`src/hw/rtl/lxrg_ram.sv`:
```
// ----------------------------------------------------------------------------
// lxrg_ram
// Generic RAM, one write port and two read ports with registered read data.
// ----------------------------------------------------------------------------
module lxrg_ram #(
  parameter int DEPTH = 98,
  parameter int WIDTH = 32
) (
  input  logic                     clk,
  input  logic                     we,
  input  logic [$clog2(DEPTH)-1:0] waddr,
  input  logic [WIDTH-1:0]         wdata,
  input  logic [$clog2(DEPTH)-1:0] raddr_a,
  output logic [WIDTH-1:0]         rdata_a,
  input  logic [$clog2(DEPTH)-1:0] raddr_b,
  output logic [WIDTH-1:0]         rdata_b
);

  logic [WIDTH-1:0] mem [DEPTH];

  // write port
  always_ff @(posedge clk) begin
    if (we) begin
      mem[waddr] <= wdata;
    end
  end

  // read ports, registered read data
  always_ff @(posedge clk) begin
    rdata_a <= mem[raddr_a];
    rdata_b <= mem[raddr_b];
  end

endmodule

```
`config.mk`:
```
export PLATFORM = sky130hd
export DESIGN_NAME = lxrg_ram
export DESIGN_NICKNAME = d
export VERILOG_FILES = /design/src/hw/rtl/lxrg_ram.sv
export SDC_FILE = /design/constraint.sdc
export NUM_CORES = 2
export LEC_CHECK = 0
export BUFFER_PORTS_ARGS = -buffer_cell sky130_fd_sc_hd__buf_2
export CORE_MARGIN = 1.5
export CORE_UTILIZATION = 45
export DETAILED_ROUTE_END_ITERATION = 8
export HOLD_SLACK_MARGIN = 0.1
export SLEW_MARGIN = 20
export SYNTH_ARGS = -nofsm -noshare
export SYNTH_HDL_FRONTEND = slang
export SYNTH_SLANG_ARGS = --single-unit
```
`constraint.sdc`:
```
create_clock -name clk -period 4.3 [get_ports clk]
set_input_delay 0.215 -clock clk [delete_from_list [all_inputs] [get_ports clk]]
set_output_delay 0.215 -clock clk [all_outputs]
set_load 0.05 [all_outputs]
```
==> reports/metrics.csv <==
metric;value;unit
status;finished, final reports clean;
final setup violation count;0;
P&R area growth vs syn;14.4;%
syn_area_per_cell;17.5;sq um
HPWL Detailed;336;mm
Final Power;71.3;mW
Mapped Cells;8528;
clock root buffer;clkbuf_16;
fillcell total;26400;
CTS H-tree depth;5;
CP arrival;4240;ps
EDFF count, synth;3136;
Setup crit start kind;input pin;
via count;91500;
clk slew on worst S/H paths;60;ps
register area share after synthesis;0.641;
P_int;54.1;mW
register share of total power;0.486;
post-synthesis cell area;149000;sq um
Fmax achieved;285;MHz
crit end category;register;
Clock Skew;64.7;ps
critical path required time;5040;ps
Slew @ Worst Pin;1240;ps
Clock Sinks;3200;
Yosys reg bits;3200;
Die Y;578;microns
Post-DP Area;158000;sq um
Unique masters post-synth;47;
combinational group share of total power;0.088;
DR WL/cell;39.1;microns
first-pass GRT wire length;734;mm
antenna violations before repair;74;
num ports;119;
Switching Fraction;0.241;
Port-buffer cells;118;
Clock Power Share;0.425;
Peak VDD IR;370;uV
Leak;54.6;nW
largest net degree at the start of global routing;105;
fin crit share;0.816;
total power divided by cell area;419;nW/um^2
most common cell after layout, fill and taps aside;edfxtp_1;
unrepaired setup endpoints after global routing;false;
nets;9033;
critical path peak fanout;49;
fin util;0.516;
Die ar.;335000;sq um
async set-or-reset flop fraction in the synthesized netlist;0;
commonest cells after routing, fill and taps aside;3136 x edfxtp_1, 1088 x mux2_2, 918 x mux4_2, 558 x buf_4, 476 x o22ai_1;
post-cts resize count;0;
Pre-antenna DRT Iters;5;
yosys warns;0;
slew margin rel.;0.166;
Hold Crit Class;in2reg;
gr ovfl total;0;
WL final;535;mm
layout cells sized above 1;0.373;
max-slew violations;0;
min Tclk post-route;3510;ps
Core Footprint;330000;sq um
max_cap viols;0;
die span in x;578;microns
final instance area;170000;sq um
Most used DFF post-synth;edfxtp_1;
vias in the first global route;91400;
Initial Utilization;0.451;
Starting DRT DRC Count;13100;
Switch Pwr;17.2;mW
DR DRC count;0;
DRT antenna net count;0;
Worst R2R Path Depth;5;
Worst Hold Depth;5;
Crit Path Category;in2reg;
GRT Total Usage;0.317;
DR vias/cell;6.69;
Fin Setup TNS;0;ps
Std-Cell Rows;211;
largest buffer count on any clock path;4;
CTS Hold Bufs;46;
Mapped Nets;8583;
CTS tree;built;
GPL Wtd Cong;0.929;
post-CTS setup buffers;0;
final hold viol count;0;
Num CTS Buffers;349;
Worst-Skew Late Latency;950;ps
## critical path, cell delays in order
cell and delay [ps]:
dlygate4sd3_1 570, buf_8 420, or2_4 940, buf_4 350, o22ai_1 130, nor3_1 300
nor4_1 130, buf_4 220, nor4_1 890
## stage by stage
step           setup slack (ps)  hold slack, ps  std cells
6_report                    792             195      13700
3_3_place_gp              -1030             687      12900
5_1_grt                     950             133      13700
2_1_floorplan               930             314       8528
3_5_place_dp                257             688      12900
4_1_cts                     877             105      13600
## registers in the layout, summed over array words and instances, names as in the netlist
signal / flops
mem: 3136
rdata_a: 32
rdata_b: 32
## cell usage after synthesis, types with 2 or more instances
cell | n | area, sq um
buf_2 | 295 | 1480
o21ai_1 | 24 | 120
o31ai_1 | 69 | 518
o41ai_1 | 28 | 245
mux2_2 | 1088 | 12300
buf_6 | 29 | 327
mux4_2 | 918 | 20700
o211ai_1 | 10 | 75.1
a22oi_1 | 72 | 541
nand2_1 | 410 | 1540
dfxtp_1 | 64 | 1280
buf_8 | 5 | 75.1
nor4_2 | 20 | 250
buf_1 | 38 | 143
o2111ai_1 | 86 | 753
nand2b_1 | 17 | 106
nand3_1 | 17 | 85.1
nand4_1 | 30 | 188
nor3_1 | 229 | 1150
nor3b_2 | 2 | 25.0
a211oi_1 | 88 | 661
o21ai_0 | 52 | 260
edfxtp_1 | 3136 | 94200
or2_2 | 6 | 37.5
and2_1 | 5 | 31.3
mux2i_1 | 448 | 4480
nand2_2 | 2 | 12.5
nor2b_1 | 102 | 638
o22ai_1 | 476 | 2980
nor2_1 | 189 | 709
a21oi_1 | 156 | 781
a2111oi_2 | 20 | 300
nand3b_1 | 4 | 30.0
clkbuf_1 | 213 | 800
buf_4 | 94 | 706
nor4_1 | 68 | 425
a2111oi_0 | 8 | 70.1
## per-layer routing
metal	routed length, microns	GRT usage
met1	196000	0.410
met2	247000	0.497
met3	56700	0.0732
met4	34800	0.179
met5	345	0
## cell type report
cell class              instances  area (sq um)  area share
repair buffers                774          6850      0.0402
inverters                       2          17.5    0.000103
clock buffers                 425          9280      0.0544
diodes                         48           120    0.000705
flip-flops and latches       3200         95500       0.560
well taps                    4366          5460      0.0321
multi-input cells            4651         51100       0.300
clock inverters               221          2160      0.0127
## worst paths after layout
| kind | end | slack [ps] | start |
|---|---|---|---|
| worst min register to register | rdata_b[25] | 760 | mem[96][25] |
| worst max-delay path | rdata_b[1] | 790 | raddr_b[1] |
| worst max register to register | rdata_a[8] | 1670 | mem[85][8] |
| worst min-delay path | rdata_a[10] | 190 | raddr_a[6] |
## cell families after synthesis
group	share of synthesized area
flops	0.641
buf+inv	0.0238
simple gates	0.0355
compound gates	0.0490
mux	0.251
## power groups by stage
stage          registers, mW  logic [mW]  clock network, mW
6_report                34.7        6.30               30.4
5_1_grt                 34.7        6.46               31.7
4_1_cts                 34.7        6.21               30.6
3_5_place_dp            35.3        6.16                  0
3_3_place_gp            35.3        6.08                  0
2_1_floorplan           35.5        3.15                  0
No activity file was read; power rests on OpenSTA's default activity.
