[config.mk]
export PLATFORM = sky130hd
export DESIGN_NAME = lxrg_divider
export DESIGN_NICKNAME = d
export VERILOG_FILES = /design/src/hw/rtl/lxrg_pkg.sv /design/src/hw/rtl/lxrg_divider.sv
export SDC_FILE = /design/constraint.sdc
export NUM_CORES = 1
export LEC_CHECK = 0
export BUFFER_PORTS_ARGS = -buffer_cell sky130_fd_sc_hd__buf_2
export CAP_MARGIN = 20
export CORE_ASPECT_RATIO = 1.25
export CORE_MARGIN = 10
export CORE_UTILIZATION = 40
export DETAILED_ROUTE_END_ITERATION = 12
export SLEW_MARGIN = 25
export SYNTH_ARGS = -nofsm -noshare
export SYNTH_HDL_FRONTEND = slang
export SYNTH_SLANG_ARGS = --single-unit
[constraint.sdc]
create_clock -name clk -period 8.9 [get_ports clk]
set_clock_uncertainty 0.2 [all_clocks]
set_input_delay 0.445 -clock clk [delete_from_list [all_inputs] [get_ports clk]]
set_output_delay 0.445 -clock clk [all_outputs]
set_load 0.03 [all_outputs]
[src/hw/rtl/lxrg_pkg.sv]
// ----------------------------------------------------------------------------
// lxrg_pkg
// Shared types and constants of the lagged-XOR random generator.
// ----------------------------------------------------------------------------
package lxrg_pkg;

  // generator geometry
  localparam int TABLE_LEN = 98;
  localparam int LAG       = 27;
  localparam int LAG_MOD   = LAG % TABLE_LEN;
  localparam int PTR_W     = $clog2(TABLE_LEN);

  // field widths
  localparam int WORD_W  = 32;
  localparam int IDX_W   = 7;
  localparam int BOUND_W = 31;

  // input tdata layout, lowest bit first
  localparam int IDX_LSB   = 0;
  localparam int WORD_LSB  = IDX_LSB + IDX_W;
  localparam int LO_LSB    = WORD_LSB + WORD_W;
  localparam int HI_LSB    = LO_LSB + BOUND_W;
  localparam int IN_BITS   = HI_LSB + BOUND_W;
  localparam int IN_DATA_W = ((IN_BITS + 7) / 8) * 8;
  localparam int IN_USER_W = 2;

  // output layout
  localparam int OUT_DATA_W = WORD_W;
  localparam int OUT_USER_W = 1;

  // request kinds
  typedef enum logic [IN_USER_W-1:0] {
    MODE_SEED    = 2'd0,
    MODE_POINTER = 2'd1,
    MODE_RAW     = 2'd2,
    MODE_RANGE   = 2'd3
  } mode_t;

  // result status codes
  typedef enum logic [OUT_USER_W-1:0] {
    STATUS_OK       = 1'b0,
    STATUS_BAD_SPAN = 1'b1
  } status_t;

  // sequencer states
  typedef enum logic [1:0] {
    ST_IDLE,
    ST_READ,
    ST_DIV,
    ST_EMIT
  } state_t;

  // divider handshake
  typedef struct packed {
    logic              start;
    logic [WORD_W-1:0] dividend;
    logic [WORD_W-1:0] divisor;
  } div_req_t;

  typedef struct packed {
    logic              done;
    logic [WORD_W-1:0] remainder;
  } div_rsp_t;

endpackage

[src/hw/rtl/lxrg_divider.sv]
// ----------------------------------------------------------------------------
// lxrg_divider
// Serial restoring remainder unit, one dividend bit per cycle.
// ----------------------------------------------------------------------------
module lxrg_divider (
  input  logic                clk,
  input  logic                rst,
  input  lxrg_pkg::div_req_t  req,
  output lxrg_pkg::div_rsp_t  rsp
);

  localparam int W     = lxrg_pkg::WORD_W;
  localparam int CNT_W = $clog2(W + 1);

  logic             busy;
  logic [CNT_W-1:0] count;
  logic [W-1:0]     rem;
  logic [W-1:0]     dvd;
  logic [W-1:0]     dvs;
  logic             done;
  logic [W:0]       trial;
  logic             fits;

  // shift in the next dividend bit and try the subtraction
  always_comb begin
    trial = {rem, dvd[W-1]};
    fits  = trial >= {1'b0, dvs};
  end

  // control
  always_ff @(posedge clk) begin
    if (rst) begin
      busy  <= 1'b0;
      count <= '0;
      done  <= 1'b0;
    end else begin
      done <= 1'b0;
      if (req.start) begin
        busy  <= 1'b1;
        count <= CNT_W'(W);
      end else if (busy) begin
        count <= count - 1'b1;
        if (count == CNT_W'(1)) begin
          busy <= 1'b0;
          done <= 1'b1;
        end
      end
    end
  end

  // datapath
  always_ff @(posedge clk) begin
    if (req.start) begin
      rem <= '0;
      dvd <= req.dividend;
      dvs <= req.divisor;
    end else if (busy) begin
      dvd <= {dvd[W-2:0], 1'b0};
      if (fits) begin
        rem <= W'(trial - {1'b0, dvs});
      end else begin
        rem <= trial[W-1:0];
      end
    end
  end

  assign rsp.done      = done;
  assign rsp.remainder = rem;

endmodule

==> flow_summary.json <==
{
  "cts_made_buffers": 9,
  "cts.sinks": 104,
  "finalWirelength_um": 14600,
  "syn-num-nets": 690,
  "combinationalPowerShare": 0.271,
  "leakage_nw": 2.95,
  "die_area_um2": 20600,
  "hpwl_um": 10800,
  "firstDrtPassIters": 4,
  "highest_layer": "met5",
  "route.met2.wl_um": 7190,
  "syn_area_um2": 6100,
  "path_class": "reg2reg",
  "critical_path_depth": 12,
  "fin_cells": 855,
  "seq_power_share": 0.448,
  "antenna_left": 0,
  "ioPinCount": 100,
  "hold_viol": 0,
  "ff2ff_path_depth": 12,
  "worstPathRequired_ps": 8960,
  "yosysWarnings": 0,
  "fin_tns_setup_ps": 0,
  "cts_tree": "yes",
  "cts_setup_buffers": 0,
  "cts_resized": 0,
  "synth_seq_area_share": 0.446,
  "synth-edff-count": 64,
  "whs_path_depth": 1,
  "slew_violations": 0,
  "max_freq_ghz": 0.271,
  "cts_max_level": 3,
  "avgSynthCellArea_um2": 10.4,
  "grt_max_degree": 65,
  "synth_cell_types": 69,
  "numPlacedInstances": 838,
  "power_mw": 1.30,
  "hold_buffers": 0,
  "wl_met1_um": 5890,
  "worst_path_max_delay_cell": "a221oi_1",
  "endpoint_kind": "flip-flop",
  "core_um2": 15000,
  "die_w_um": 130,
  "p_per_area_nw_per_um2": 188,
  "drive_gt1_frac": 0.259,
  "row_count": 50,
  "worst_ir_drop_vdd_mv": 0.0839,
  "ys.flop_type": "edfxtp_1",
  "drt-initial-drc-count": 243,
  "multi_input_area_um2": 3050,
  "p_switching_mw": 0.414,
  "grt_pass1_wl_um": 24100,
  "gp_congestion": 0.875,
  "crit_family": "compound AO/OA/AOI/OAI gates",
  "power.share.clock": 0.281,
  "overflow": 0,
  "synthArstFlopShare": 0,
  "internal_power_mw": 0.888,
  "max_cap_viol_count": 0,
  "wl_met3_um": 1280,
  "critPathArrivalTime_ps": 3750,
  "grt_pass1_vias": 4851,
  "min_period_ps": 3690,
  "seqCellArea_um2": 2720,
  "crit_chain": "inv_1 -> ha_1 -> inv_1 -> fa_1 -> a21o_1 -> a221oi_1 -> nor4_1 -> nor4_2 -> nor2_2 -> a31oi_1 -> mux2_1 -> a311oi_1",
  "track_usage": 0.146,
  "mostFrequentLayoutCells": "98 x buf_2, 64 x edfxtp_1, 48 x nor2_1",
  "insertion_delay_ps": 350,
  "synth_seq_cells": 104,
  "die_h_um": 158,
  "rsz0062_at_grt": "no",
  "worst-slew-pin-transition_ps": 794,
  "worst-path-max-fanout": 5,
  "cp_slowest_stage_delay_ps": 630,
  "hp-class": "in2reg",
  "start_util": 0.408,
  "synthToLayoutAreaGrowth_pct": 13.9,
  "worstSetupStartpointType": "flip-flop",
  "cp.buffers_inverters": 2,
  "cp_common_cell": "inv_1",
  "synthCells": 588,
  "route.detailed.drc": 0,
  "viasPerCell": 5.46,
  "antenna_found_initial": 2,
  "relSlewSlack": 0.471,
  "clkTransAtPathRegs_ps": 70,
  "num-fill-cells": 1437,
  "fin_crit_sh": 0.414,
  "status": "completed",
  "vias": 4672,
  "clk_path_buf_depth": 2,
  "setup_viol": 0,
  "p_sw_frac": 0.318,
  "wl_per_cell_um": 17.1,
  "nets": 769,
  "final_common_cell": "buf_2",
  "io_buffers": 99,
  "cts-root-buf": "clkbuf_16"
}
[final timing paths]
path | from | end | slack (ps)
setup / recovery | dvd[31] | rem[30] | 5210
hold / removal | req[6] | dvs[6] | 70
setup reg to reg | dvd[31] | rem[30] | 5210
hold reg to reg | count[0] | count[0] | 290
[power by group through the flow]
stage | Combinational [mW] | Sequential, mW | Clock, mW
after detailed placement | 0.354 | 0.594 | 0
after CTS | 0.356 | 0.584 | 0.381
final | 0.354 | 0.583 | 0.366
after global placement | 0.350 | 0.593 | 0
after floorplan | 0.247 | 0.614 | 0
after global routing | 0.392 | 0.590 | 0.395
[per-layer routing]
layer | track usage | up-vias
met5 | 0 | -
li1 | - | 2312
met2 | 0.246 | 134
met4 | 0.0552 | 2
met1 | 0.163 | 2204
met3 | 0.0532 | 20
[worst reg2reg max path: stages, from the launching register on]
cell      delay (ps)
edfxtp_1         380
inv_1             70
ha_1             160
inv_1             60
fa_1             410
a21o_1           220
a221oi_1         630
nor4_1           190
nor4_2           400
nor2_2           110
a31oi_1          200
mux2_1           340
a311oi_1         240
[Yosys cell counts, drive strengths merged, types with 5 or more instances]
| cell | instances | area [µm²] |
|---|---|---|
| o21ai | 21 | 105 |
| nand2b | 5 | 31.3 |
| xnor2 | 12 | 105 |
| a21o | 10 | 75.1 |
| a211oi | 14 | 110 |
| ha | 34 | 425 |
| mux2 | 32 | 360 |
| a311oi | 12 | 143 |
| nor2 | 50 | 198 |
| inv | 42 | 158 |
| nor3 | 7 | 35.0 |
| nand3 | 10 | 50.1 |
| nand4 | 7 | 50.1 |
| or3 | 9 | 66.3 |
| mux2i | 11 | 110 |
| clkbuf | 17 | 63.8 |
| o21a | 7 | 53.8 |
| xor2 | 14 | 123 |
| buf | 16 | 101 |
| o211a | 5 | 65.1 |
| nand2 | 48 | 188 |
| a21oi | 33 | 173 |
| dfxtp | 40 | 801 |
| o211ai | 8 | 65.1 |
| and3 | 7 | 43.8 |
| edfxtp | 64 | 1920 |
[per-stage QoR]
step | hold slack [ps] | util | setup slack, ps | cell area [µm²]
after global routing | 51.6 | 0.464 | 4870 | 6940
after detailed placement | 282 | 0.447 | 5250 | 6680
after global placement | 272 | 0.447 | 5320 | 6680
after floorplan | 244 | - | 5610 | 6100
final | 66.0 | 0.465 | 5210 | 6950
after CTS | 47.4 | 0.464 | 5220 | 6940
[kinds of logic (layout without fill, tap and decap cells)]
family                     Yosys count  in the layout  synth area share
adders and majority gates           35             35            0.0730
muxes                               43             43            0.0771
DFF                                104            104             0.446
xor gates and xnor gates            26             26            0.0373
and+or+nand+nor                    167            167             0.138
AOI/OAI and AO/OA                  138            138             0.175
buffers and inverters               75            159            0.0529
other                                0              1                 0
[registers in the layout, indices dropped and copies added (netlist names)]
signal and count:
dvd 32, busy 1, rem 32, dvs 32, done 1, count 6
[layout make-up]
class	count	share of cell area
Antenna cell	1	0.000360
Sequential cell	104	0.392
Inverter	42	0.0227
Timing Repair Buffer	101	0.0739
Clock inverter	5	0.00486
Multi-Input combinational cell	409	0.440
Tap cell	182	0.0328
Clock buffer	11	0.0335
(Power assumes the default switching activity.)
